File: config.mk
export PLATFORM = sky130hd
export DESIGN_NAME = scancode_to_ascii_fifo
export DESIGN_NICKNAME = d
export VERILOG_FILES = /design/src/hdl/scafifo_pkg.sv /design/src/hdl/scafifo_keymap.sv /design/src/hdl/scafifo_ring.sv /design/src/hdl/scancode_to_ascii_fifo.sv
export SDC_FILE = /design/constraint.sdc
export NUM_CORES = 2
export LEC_CHECK = 0
export ABC_CLOCK_PERIOD_IN_PS = 47700
export BUFFER_PORTS_ARGS = -buffer_cell sky130_fd_sc_hd__buf_2
export CORE_ASPECT_RATIO = 1.4
export CORE_MARGIN = 8
export CORE_UTILIZATION = 28
export DETAILED_ROUTE_END_ITERATION = 16
export RECOVER_POWER = 25
export SYNTH_ARGS = -nofsm -noshare
export SYNTH_HDL_FRONTEND = slang
export SYNTH_SLANG_ARGS = --single-unit
File: constraint.sdc
create_clock -name clk -period 47.7 [get_ports clk]
set_input_delay 2.385 -clock clk [delete_from_list [all_inputs] [get_ports clk]]
set_output_delay 2.385 -clock clk [all_outputs]
set_load 0.02 [all_outputs]
File: src/hdl/scafifo_pkg.sv
package scafifo_pkg;

  localparam int unsigned MAP_LEN = 84;
  localparam int unsigned CHAR_W  = 7;

  localparam logic OP_SCAN = 1'b0;
  localparam logic OP_READ = 1'b1;

  localparam logic [7:0] SC_LSHIFT_MAKE  = 8'h2A;
  localparam logic [7:0] SC_RSHIFT_MAKE  = 8'h36;
  localparam logic [7:0] SC_CAPS_MAKE    = 8'h3A;
  localparam logic [7:0] SC_LSHIFT_BREAK = 8'hAA;
  localparam logic [7:0] SC_RSHIFT_BREAK = 8'hB6;

  localparam logic [CHAR_W-1:0] CHAR_LOWER_A = 7'h61;
  localparam logic [CHAR_W-1:0] CHAR_LOWER_Z = 7'h7A;
  localparam logic [CHAR_W-1:0] CASE_OFFSET  = 7'h20;

  typedef struct packed {
    logic       opcode;
    logic [7:0] scan_byte;
  } in_item_t;

  typedef struct packed {
    logic [CHAR_W-1:0] read_char;
    logic              char_valid;
    logic              key_available;
  } out_item_t;

  typedef struct packed {
    logic popped;
    logic avail;
  } ring_status_t;

  localparam logic [CHAR_W-1:0] PLAIN_MAP [MAP_LEN] = '{
    7'h00, 7'h00, 7'h31, 7'h32, 7'h33, 7'h34, 7'h35, 7'h36,
    7'h37, 7'h38, 7'h39, 7'h30, 7'h2D, 7'h3D, 7'h08, 7'h09,
    7'h71, 7'h77, 7'h65, 7'h72, 7'h74, 7'h79, 7'h75, 7'h69,
    7'h6F, 7'h70, 7'h5B, 7'h5D, 7'h0A, 7'h00, 7'h61, 7'h73,
    7'h64, 7'h66, 7'h67, 7'h68, 7'h6A, 7'h6B, 7'h6C, 7'h3B,
    7'h27, 7'h60, 7'h00, 7'h5C, 7'h7A, 7'h78, 7'h63, 7'h76,
    7'h62, 7'h6E, 7'h6D, 7'h2C, 7'h2E, 7'h2F, 7'h00, 7'h2A,
    7'h00, 7'h20, 7'h00, 7'h00, 7'h00, 7'h00, 7'h00, 7'h00,
    7'h00, 7'h00, 7'h00, 7'h00, 7'h00, 7'h00, 7'h00, 7'h37,
    7'h38, 7'h39, 7'h2D, 7'h34, 7'h35, 7'h36, 7'h2B, 7'h31,
    7'h32, 7'h33, 7'h30, 7'h2E
  };

  localparam logic [CHAR_W-1:0] SHIFTED_MAP [MAP_LEN] = '{
    7'h00, 7'h00, 7'h21, 7'h40, 7'h23, 7'h24, 7'h25, 7'h5E,
    7'h26, 7'h2A, 7'h28, 7'h29, 7'h5F, 7'h2B, 7'h08, 7'h09,
    7'h51, 7'h57, 7'h45, 7'h52, 7'h54, 7'h59, 7'h55, 7'h49,
    7'h4F, 7'h50, 7'h7B, 7'h7D, 7'h0A, 7'h00, 7'h41, 7'h53,
    7'h44, 7'h46, 7'h47, 7'h48, 7'h4A, 7'h4B, 7'h4C, 7'h3A,
    7'h22, 7'h7E, 7'h00, 7'h7C, 7'h5A, 7'h58, 7'h43, 7'h56,
    7'h42, 7'h4E, 7'h4D, 7'h3C, 7'h3E, 7'h3F, 7'h00, 7'h2A,
    7'h00, 7'h20, 7'h00, 7'h00, 7'h00, 7'h00, 7'h00, 7'h00,
    7'h00, 7'h00, 7'h00, 7'h00, 7'h00, 7'h00, 7'h00, 7'h37,
    7'h38, 7'h39, 7'h2D, 7'h34, 7'h35, 7'h36, 7'h2B, 7'h31,
    7'h32, 7'h33, 7'h30, 7'h2E
  };

endpackage

File: src/hdl/scafifo_keymap.sv
module scafifo_keymap (
  input  logic                             clk,
  input  logic                             rst_n,
  input  logic                             scan_en,
  input  logic [7:0]                       scan_byte,
  output logic [scafifo_pkg::CHAR_W-1:0]   ch,
  output logic                             ch_ok
);

  logic       shift_r, shift_nxt;
  logic       caps_r, caps_nxt;
  logic       in_map;
  logic [6:0] idx;
  logic [scafifo_pkg::CHAR_W-1:0] plain_ch;
  logic [scafifo_pkg::CHAR_W-1:0] shift_ch;
  logic [scafifo_pkg::CHAR_W-1:0] sel_ch;

  assign in_map   = (scan_byte < 8'(scafifo_pkg::MAP_LEN));
  assign idx      = in_map ? scan_byte[6:0] : 7'd0;
  assign plain_ch = scafifo_pkg::PLAIN_MAP[idx];
  assign shift_ch = scafifo_pkg::SHIFTED_MAP[idx];

  always_comb begin
    if (shift_r) begin
      sel_ch = shift_ch;
    end else if (caps_r && plain_ch >= scafifo_pkg::CHAR_LOWER_A &&
                 plain_ch <= scafifo_pkg::CHAR_LOWER_Z) begin
      sel_ch = plain_ch - scafifo_pkg::CASE_OFFSET;
    end else begin
      sel_ch = plain_ch;
    end
  end

  assign ch    = sel_ch;
  assign ch_ok = scan_en && in_map && (sel_ch != '0);

  always_comb begin
    shift_nxt = shift_r;
    caps_nxt  = caps_r;
    if (scan_en) begin
      if (scan_byte == scafifo_pkg::SC_LSHIFT_MAKE ||
          scan_byte == scafifo_pkg::SC_RSHIFT_MAKE) begin
        shift_nxt = 1'b1;
      end else if (scan_byte == scafifo_pkg::SC_CAPS_MAKE) begin
        caps_nxt = !caps_r;
      end else if (scan_byte == scafifo_pkg::SC_LSHIFT_BREAK ||
                   scan_byte == scafifo_pkg::SC_RSHIFT_BREAK) begin
        shift_nxt = 1'b0;
      end
    end
  end

  always_ff @(posedge clk) begin
    if (!rst_n) begin
      shift_r <= 1'b0;
      caps_r  <= 1'b0;
    end else begin
      shift_r <= shift_nxt;
      caps_r  <= caps_nxt;
    end
  end

endmodule

File: src/hdl/scafifo_ring.sv
module scafifo_ring #(
  parameter int unsigned FIFO_DEPTH = 256
) (
  input  logic                            clk,
  input  logic                            rst_n,
  input  logic                            push,
  input  logic [scafifo_pkg::CHAR_W-1:0]  push_data,
  input  logic                            pop_req,
  output logic [scafifo_pkg::CHAR_W-1:0]  rdata,
  output scafifo_pkg::ring_status_t       status
);

  localparam int unsigned AW = (FIFO_DEPTH > 1) ? $clog2(FIFO_DEPTH) : 1;
  localparam logic [AW-1:0] LAST = AW'(FIFO_DEPTH - 1);

  logic [scafifo_pkg::CHAR_W-1:0] mem [FIFO_DEPTH];
  logic [scafifo_pkg::CHAR_W-1:0] rdata_r;
  logic [AW-1:0] head_r, head_nxt;
  logic [AW-1:0] tail_r, tail_nxt;
  logic [AW-1:0] head_inc, tail_inc;
  logic          empty, full, do_push, do_pop;

  assign head_inc = (head_r == LAST) ? '0 : head_r + AW'(1);
  assign tail_inc = (tail_r == LAST) ? '0 : tail_r + AW'(1);
  assign empty    = (head_r == tail_r);
  assign full     = (tail_inc == head_r);
  assign do_push  = push && !full;
  assign do_pop   = pop_req && !empty;

  assign head_nxt = do_pop ? head_inc : head_r;
  assign tail_nxt = do_push ? tail_inc : tail_r;

  assign status.popped = do_pop;
  assign status.avail  = (head_nxt != tail_nxt);
  assign rdata         = rdata_r;

  always_ff @(posedge clk) begin
    if (!rst_n) begin
      head_r <= '0;
      tail_r <= '0;
    end else begin
      head_r <= head_nxt;
      tail_r <= tail_nxt;
    end
  end

  always_ff @(posedge clk) begin
    if (do_push) begin
      mem[tail_r] <= push_data;
    end
    if (do_pop) begin
      rdata_r <= mem[head_r];
    end
  end

endmodule

File: src/hdl/scancode_to_ascii_fifo.sv
// PS/2 set-1 scancode decoder with a character queue.
// Input channel (in_valid/in_ready/in_data): each item is either a scancode
// byte (opcode scan) or a read request (opcode read). Shift and caps lock
// state is tracked from the scancodes; mapped characters are queued in a
// ring memory of FIFO_DEPTH slots holding up to FIFO_DEPTH-1 characters,
// and new characters are dropped when it is full.
// Output channel (out_valid/out_ready/out_data): exactly one item per input
// item, in order. A read returns the oldest character with char_valid set,
// or zero when the queue is empty; key_available shows the queue after the
// item.
// out_valid is registered and rises in the cycle after acceptance, and one item is taken
// every cycle while out_ready is high; the single-port ring memory takes one
// write or one registered read per item.
// Reset clears the queue and the shift and caps lock state; the memory is
// not cleared and needs no clearing pass.
// When the receiver stalls, the pending item is held and in_ready drops
// until it is taken.
module scancode_to_ascii_fifo #(
  parameter int unsigned FIFO_DEPTH = 256
) (
  input  logic                   clk,
  input  logic                   rst_n,
  input  logic                   in_valid,
  output logic                   in_ready,
  input  scafifo_pkg::in_item_t  in_data,
  output logic                   out_valid,
  input  logic                   out_ready,
  output scafifo_pkg::out_item_t out_data
);

  logic                           accept;
  logic                           scan_en;
  logic                           pop_req;
  logic [scafifo_pkg::CHAR_W-1:0] ch;
  logic                           ch_ok;
  logic [scafifo_pkg::CHAR_W-1:0] rdata;
  scafifo_pkg::ring_status_t      status;

  logic out_valid_r, out_valid_nxt;
  logic popped_r;
  logic avail_r;

  assign in_ready = !out_valid_r || out_ready;
  assign accept   = in_valid && in_ready;
  assign scan_en  = accept && (in_data.opcode == scafifo_pkg::OP_SCAN);
  assign pop_req  = accept && (in_data.opcode == scafifo_pkg::OP_READ);

  scafifo_keymap u_keymap (
    .clk       (clk),
    .rst_n     (rst_n),
    .scan_en   (scan_en),
    .scan_byte (in_data.scan_byte),
    .ch        (ch),
    .ch_ok     (ch_ok)
  );

  scafifo_ring #(
    .FIFO_DEPTH (FIFO_DEPTH)
  ) u_ring (
    .clk       (clk),
    .rst_n     (rst_n),
    .push      (ch_ok),
    .push_data (ch),
    .pop_req   (pop_req),
    .rdata     (rdata),
    .status    (status)
  );

  always_comb begin
    out_valid_nxt = out_valid_r;
    if (accept) begin
      out_valid_nxt = 1'b1;
    end else if (out_ready) begin
      out_valid_nxt = 1'b0;
    end
  end

  always_ff @(posedge clk) begin
    if (!rst_n) begin
      out_valid_r <= 1'b0;
    end else begin
      out_valid_r <= out_valid_nxt;
    end
  end

  always_ff @(posedge clk) begin
    if (accept) begin
      popped_r <= status.popped;
      avail_r  <= status.avail;
    end
  end

  assign out_valid              = out_valid_r;
  assign out_data.read_char     = popped_r ? rdata : '0;
  assign out_data.char_valid    = popped_r;
  assign out_data.key_available = avail_r;

endmodule

* After elaboration in Yosys (flattened, before gate mapping)
Memories as Yosys holds them, arrays and structs flattened. A register that Yosys moved wholly into a read port is not among the register bits.
Cells that the tools add are included.
W data, S select, Z words.
** Storage, ports and cells
- Output and inout port bits :: 11
- Register bits after elaboration :: 21
- ROM bits :: 1792
- RAM bits :: 1792
- Input bits :: 13
- Memories :: 3
** Operators by class
- Bitwise operators :: 3
- Muxes and demuxes :: 19
- Equal/unequal tests :: 11
- Add/subtract/negate cells :: 3
- $lt $le $gt $ge :: 4
- Reductions and logical operators :: 21
** Memory list
- u_ring.mem :: depth 256, bits a word 7, read ports 1, clocked after Yosys merged registers in 1, wr ports 1, line scafifo_ring.sv:16 : logic [scafifo_pkg::CHAR_W-1:0] mem [FIFO_DEPTH];
- (no name shown) :: depth 128, bits a word 7, read ports 1, clocked after Yosys merged registers in 0, wr ports 0, line scafifo_keymap.sv:20 : assign plain_ch = scafifo_pkg::PLAIN_MAP[idx];
- (no name shown) :: depth 128, bits a word 7, read ports 1, clocked after Yosys merged registers in 0, wr ports 0, line scafifo_keymap.sv:21 : assign shift_ch = scafifo_pkg::SHIFTED_MAP[idx];
** Operator list (number)
- $mux W7 :: 8
- $eq A8 B8 Y1 const B :: 4
- $mux W8 :: 4
- $eq A8 B6 Y1 const B :: 3
- $add A8 B1 Y8 const B :: 2
- $eq A8 B8 Y1 :: 2
- $logic_and A1 B1 Y1 :: 9
- $ge A8 B8 Y1 const B :: 1
- $lt A8 B7 Y1 const B :: 1
- $ne A8 B8 Y1 :: 1
- $not A7 Y8 :: 1
- $ge A7 B7 Y1 const B :: 1
- $le A7 B7 Y1 const B :: 1
- $mux W1 :: 7
- $reduce_bool A7 Y1 :: 1
- $sub A7 B6 Y7 const B :: 1
- $reduce_and A3 Y1 :: 2
- $logic_not A1 Y1 :: 4
- $reduce_bool A2 Y1 :: 2
- $logic_or A1 B1 Y1 :: 3
- $ne A2 B1 Y1 const B :: 1
- $not A1 Y1 :: 2

* Longest topological paths before layout
- Word-level depth :: 16
- Mapped depth :: 21
- Depth with buffers taken out :: 19

* Cells and area by module
A second synthesis with hierarchy kept.
** Second synthesis, totals
- Cell total of the unflattened synthesis :: 3374
- Area total of the unflattened synthesis :: 72981.2 µm²
** By module, submodules not included
- scafifo_ring :: instances 1, cells each 3045, seq. area each 54342.1 µm², area an instance 70734.1 µm²
- scafifo_keymap :: instances 1, cells each 311, seq. area each 40.0 µm², area an instance 2058.2 µm²
- scancode_to_ascii_fifo :: instances 1, cells each 18, seq. area each 80.1 µm², area an instance 188.9 µm²

* Worst setup path after synthesis
OpenSTA, ideal clock, no wires.
- Path kind :: in2reg
- Start point :: input port in_data[2] (netlist bit)
- End point :: memory u_ring.mem[0][5] (netlist bit) (data pin)
- Setup slack :: 29.834 ns
- Arrival :: 15.625 ns
- Cell stages on the path :: 13
- Data required time :: 45.459 ns
- Cell sequence :: buf_6 -> o211ai_2 -> nand2_1 -> nor2_1 -> ha_1 -> a22oi_1 -> a311oi_1 -> a211oi_1 -> nand2_1 -> or4_1 -> o221a_1 -> and3_1 -> o31ai_1
** Between the ends
- Word-level cells in the longest chain between the ends :: 11
- Elaborated cells between the ends (all ways) :: 16
** RTL lines
- from (decl) :: line scancode_to_ascii_fifo.sv:25 : input scafifo_pkg::in_item_t in_data,
- $lt A8 B7 Y1 :: line scafifo_keymap.sv:18 : assign in_map = (scan_byte < 8'(scafifo_pkg::MAP_LEN));
- $mux W7 * :: line scafifo_keymap.sv:19 : assign idx = in_map ? scan_byte[6:0] : 7'd0;
- $not A7 Y8 (not written as such) * :: line scafifo_keymap.sv:20, scafifo_keymap.sv:21
- $mem_v2 Z128 W7
- $mux W7 (not written as such) (2 in series) :: line scafifo_keymap.sv:20
- $ge A7 B7 Y1 :: line scafifo_keymap.sv:26 : end else if (caps_r && plain_ch >= scafifo_pkg::CHAR_LOWER_A &&
- $logic_and A1 B1 Y1 (2 in series) :: line scafifo_keymap.sv:26
- $mux W7 :: line scafifo_keymap.sv:26
- $mux W7 * :: line scafifo_keymap.sv:24 : if (shift_r) begin
- net ch, one bit :: line scancode_to_ascii_fifo.sv:34 : logic [scafifo_pkg::CHAR_W-1:0] ch;
- to (decl) :: line scafifo_ring.sv:16
Mark *: on every way through the listed nets, which the timed path passes. The rest lies on a longest branch. The select of a mux whose other input is x is not followed.

* Worst setup path after layout
- Start point :: input port in_data[2] (netlist bit)
- End point :: memory u_ring.mem[45][1] (netlist bit) (data pin)
Same word-level chain as after synthesis.

==> flow_summary_export.csv <==
group,metric,value,unit
cts,cts_tree,"yes",
finish,areaGrowthSynthToFinish,12.4,%
yosys,synth-seq-cells,1820,
yosys,synth_edf_count,1801,
setup_path,worst_setup_path_start_kind,"input port",
timing,setup_violations,0,
cts,cts_htree_levels,4,
route,drtIter0Drc,3993,
setup_path,required,48.16,ns
timing,fin_crit_sh,30.5,%
cts,cts.clk_slew.worst_paths,0.06,ns
setup_path,crit_family,"buffers and inverters",
floorplanning,coreArea,0.259,mm^2
cts,worstSkewPairLatency,0.81,ns
power,power.total,0.00321,W
global_route,track_usage,13.1,%
finish,fin_area,0.0820,mm^2
timing,fin_crit,14.56,ns
setup_path,cpMaxStageDelayCell,"clkbuf_1",
setup_path,end_kind,"flip-flop",
yosys,synth_area_per_cell,21.6,um^2
yosys,ys.flop_type,"edfxtp_1",
yosys,ys_top_cells_by_area,"edfxtp_1, mux4_2, nor2_1",
setup_path,crit_chain,"clkbuf_1 > o211ai_1 > nand2_1 > nor2_1 > ha_1 > nor2b_1 > a2111oi_0 > a211oi_1 > o221ai_1 > clkbuf_1 > buf_4",
run_status,status,"complete, but fails checks",
place,dpl_cell_area,0.0771,mm^2
floorplanning,die_w,447,um
place,dp_slack,38.09,ns
timing,tightest_slew,8.98,ns
route,avgViaCountPerCell,4.97,
timing,slew_viol_final,1013,
timing,max_freq,0.0687,GHz
route,wl,188000,um
power,leakage,23.1,nW
timing,slew-limit-headroom,-499,%
route,routedWlPerCell,26.8,um
finish,seqCellArea,0.0545,mm^2
timing,rsz0062_at_grt,"no",
global_route,antenna_found_initial,5,
yosys,async_reset_ff_share,0,%
yosys,yosysTopAreaCell,"edfxtp_1",
setup_path,crit_path_frequent_cell,"clkbuf_1",
worst_hold_path,min-delay-path-class,"flip-flop to flip-flop",
run,max_cap_violations,15,
yosys,synth_area,0.0729,mm^2
run_status,violations,"capacitance limit, slew limit",
route,num_vias,34700,
floorplanning,rows,221,
route,antenna_left,0,
floorplanning,io_pins,24,
route,drc_errors,0,
setup_path,worstPathMaxFanout,166,
finish,final_nets,3443,
setup_path,worstPathArrival,15.02,ns
finish,fillCellCount,24500,
floorplanning,start_util,28.1,%
yosys,synth_cell_types,82,
floorplanning,die_area,0.277,mm^2
cts,numCtsBuffers,159,
finish,layout.cells.non_filler,6988,
global_route,grt_overflow,0,
cts,post_cts_buffers,0,
route,drt_pass1_iterations,10,
timing,hold_viol_final,0,
power,power_density,39.2,mW/mm^2
place,placedCellCount,6708,
timing,fin_tns_setup,0,ns
finish,multi_input_area,0.0175,mm^2
yosys,yosysSeqAreaShare,74.7,%
finish,drive_gt1_share,26.3,%
cts,cts.sinks,1820,
cts,cts-root-buf,"clkbuf_16",
global_route,grt_max_degree,167,
timing,fin_skew,0.0623,ns
yosys,syn-num-nets,3409,
power,peakVddDrop,0.0283,mV
setup_path,slowest_delay,6.29,ns
cts,post_cts_resized,0,
setup_path,path_class,"input port to flip-flop",
place,post-dp-hpwl,115000,um
global_route,grt_pass1_vias,35800,
cts,hold_buffers,0,
setup_path,path_buf_inv,3,
global_route,grt_pass1_wl,268000,um
floorplanning,die-height,620,um
yosys,yosysTopAreaCellShare,74.2,%
yosys,synthCells,3379,
yosys,yosysWarnings,0,
timing,layout_setup_ws,33.14,ns
place,portBuffers,23,
place,gp_congestion,0.935,
cts,clock_path_buffers,4,
worst register-to-register path: cells and delay by family (launching register included):
kind	cells	cell delay, ns
AO/OA/AOI/OAI	2	1.39
AND/OR/NAND/NOR	1	0.34
flip-flops	1	0.31
buffers and inverters	3	8.03
cell families (layout without fill, tap and decap cells):
group / count (synthesis) / after routing / share of synthesized area [%]
other cells: 0 / 2 / 0
xor+xnor: 35 / 35 / 0.420
fa+ha+maj: 17 / 17 / 0.292
mux: 600 / 600 / 18.4
simple gates: 500 / 500 / 3.19
buf+inv: 234 / 385 / 1.36
flops: 1820 / 1820 / 74.7
compound gates: 173 / 173 / 1.66
state kept, by name, indices dropped and copies added, names as in the netlist:
name              flops
u_ring.mem         1792
out_valid             1
u_ring.rdata          7
u_ring.tail_r         8
popped_r              1
u_ring.head_r         8
u_keymap.caps_r       1
avail_r               1
u_keymap.shift_r      1
report_power, final:
group	internal [W]	total (W)	switching [W]
Combinational	0.0000300	0.000132	0.000102
Clock	0.000716	0.00128	0.000564
Sequential	0.00180	0.00180	0.00000159
path summary, 6_finish.rpt:
path	from	slack (ns)	endpoint	depth (start not counted)
worst min register to register	out_valid$_SDFFE_PN0P_	0.59	out_valid$_SDFFE_PN0P_	2
worst min-delay path	out_valid$_SDFFE_PN0P_	0.59	out_valid$_SDFFE_PN0P_	2
worst max-delay path	in_data[2]	33.14	u_ring.mem[45][1]$_DFFE_PP_	11
worst max register to register	u_keymap.shift_r$_SDFFE_PN0P_	37.27	u_ring.mem[45][1]$_DFFE_PP_	6
final cells by class:
cell class	instances	share of cell area, %
sequential	1820	66.5
multi-input combinational	1325	21.3
tap	3456	5.27
clock buffer	182	5.01
clock inverter	96	1.11
timing repair buffer	85	0.714
inverter	22	0.101
antenna	2	0.00611
cell usage in the layout, fill, tap and decap left out, types with 6 or more instances in the layout:
cell type and count:
and2_1 8, nand4_1 11, a211oi_1 17, buf_2 17, o211ai_1 7, clkbuf_16 161, bufinv_16 18, and3_1 11
xor2_1 20, nand2b_1 8, mux2i_1 6, nor3_1 18, nand3_1 25, clkbuf_1 37, o21ai_0 39, mux4_2 591
clkinv_2 34, xnor2_1 15, dfxtp_1 13, a31oi_1 8, ha_1 17, nor2b_1 28, clkinv_1 37, inv_1 20
and2_0 9, a21oi_1 28, buf_4 48, nand3_2 13, nand2_1 52, nor2_1 284, edfxtp_1 1801, o31ai_1 6
metal layers:
| layer | GRT usage [%] | part of all wire, % |
|---|---|---|
| met2 | 24.3 | 54 |
| met4 | 5.03 | 4.5 |
| met1 | 15.5 | 37 |
| met5 | 0 | 0.012 |
| met3 | 1.48 | 5.0 |
Yosys cell counts, types with 4 or more instances:
cell type  count
nand3_1       25
buf_4          8
edfxtp_1    1801
and2_1        16
inv_1         20
mux4_2       591
nand3_2       13
buf_1         55
xor2_1        20
o21a_1         4
a21boi_0       5
nor3_1        18
a21oi_1       28
nand2b_1       8
or3_1          4
clkbuf_1     121
xnor2_1       15
a31oi_1        8
o221ai_1       5
a211oi_1      17
ha_1          17
o21ai_0       39
nand4_1       11
dfxtp_1       19
nor2b_1       28
o211ai_1       6
nand2_1       52
a211o_1        4
and3_1        11
nor3b_1        5
buf_6          8
a22oi_1        5
buf_2         20
o31ai_1        6
nor2_1       287
mux2i_1        6
per-stage QoR:
step           hold slack (ns)  utilization, %
2_1_floorplan            0.555               -
3_3_place_gp             0.563            29.8
3_5_place_dp             0.588            29.8
4_1_cts                  0.597            31.7
5_1_grt                  0.669            31.6
6_report                 0.592            31.6
Power figures use the tool's default switching activity.
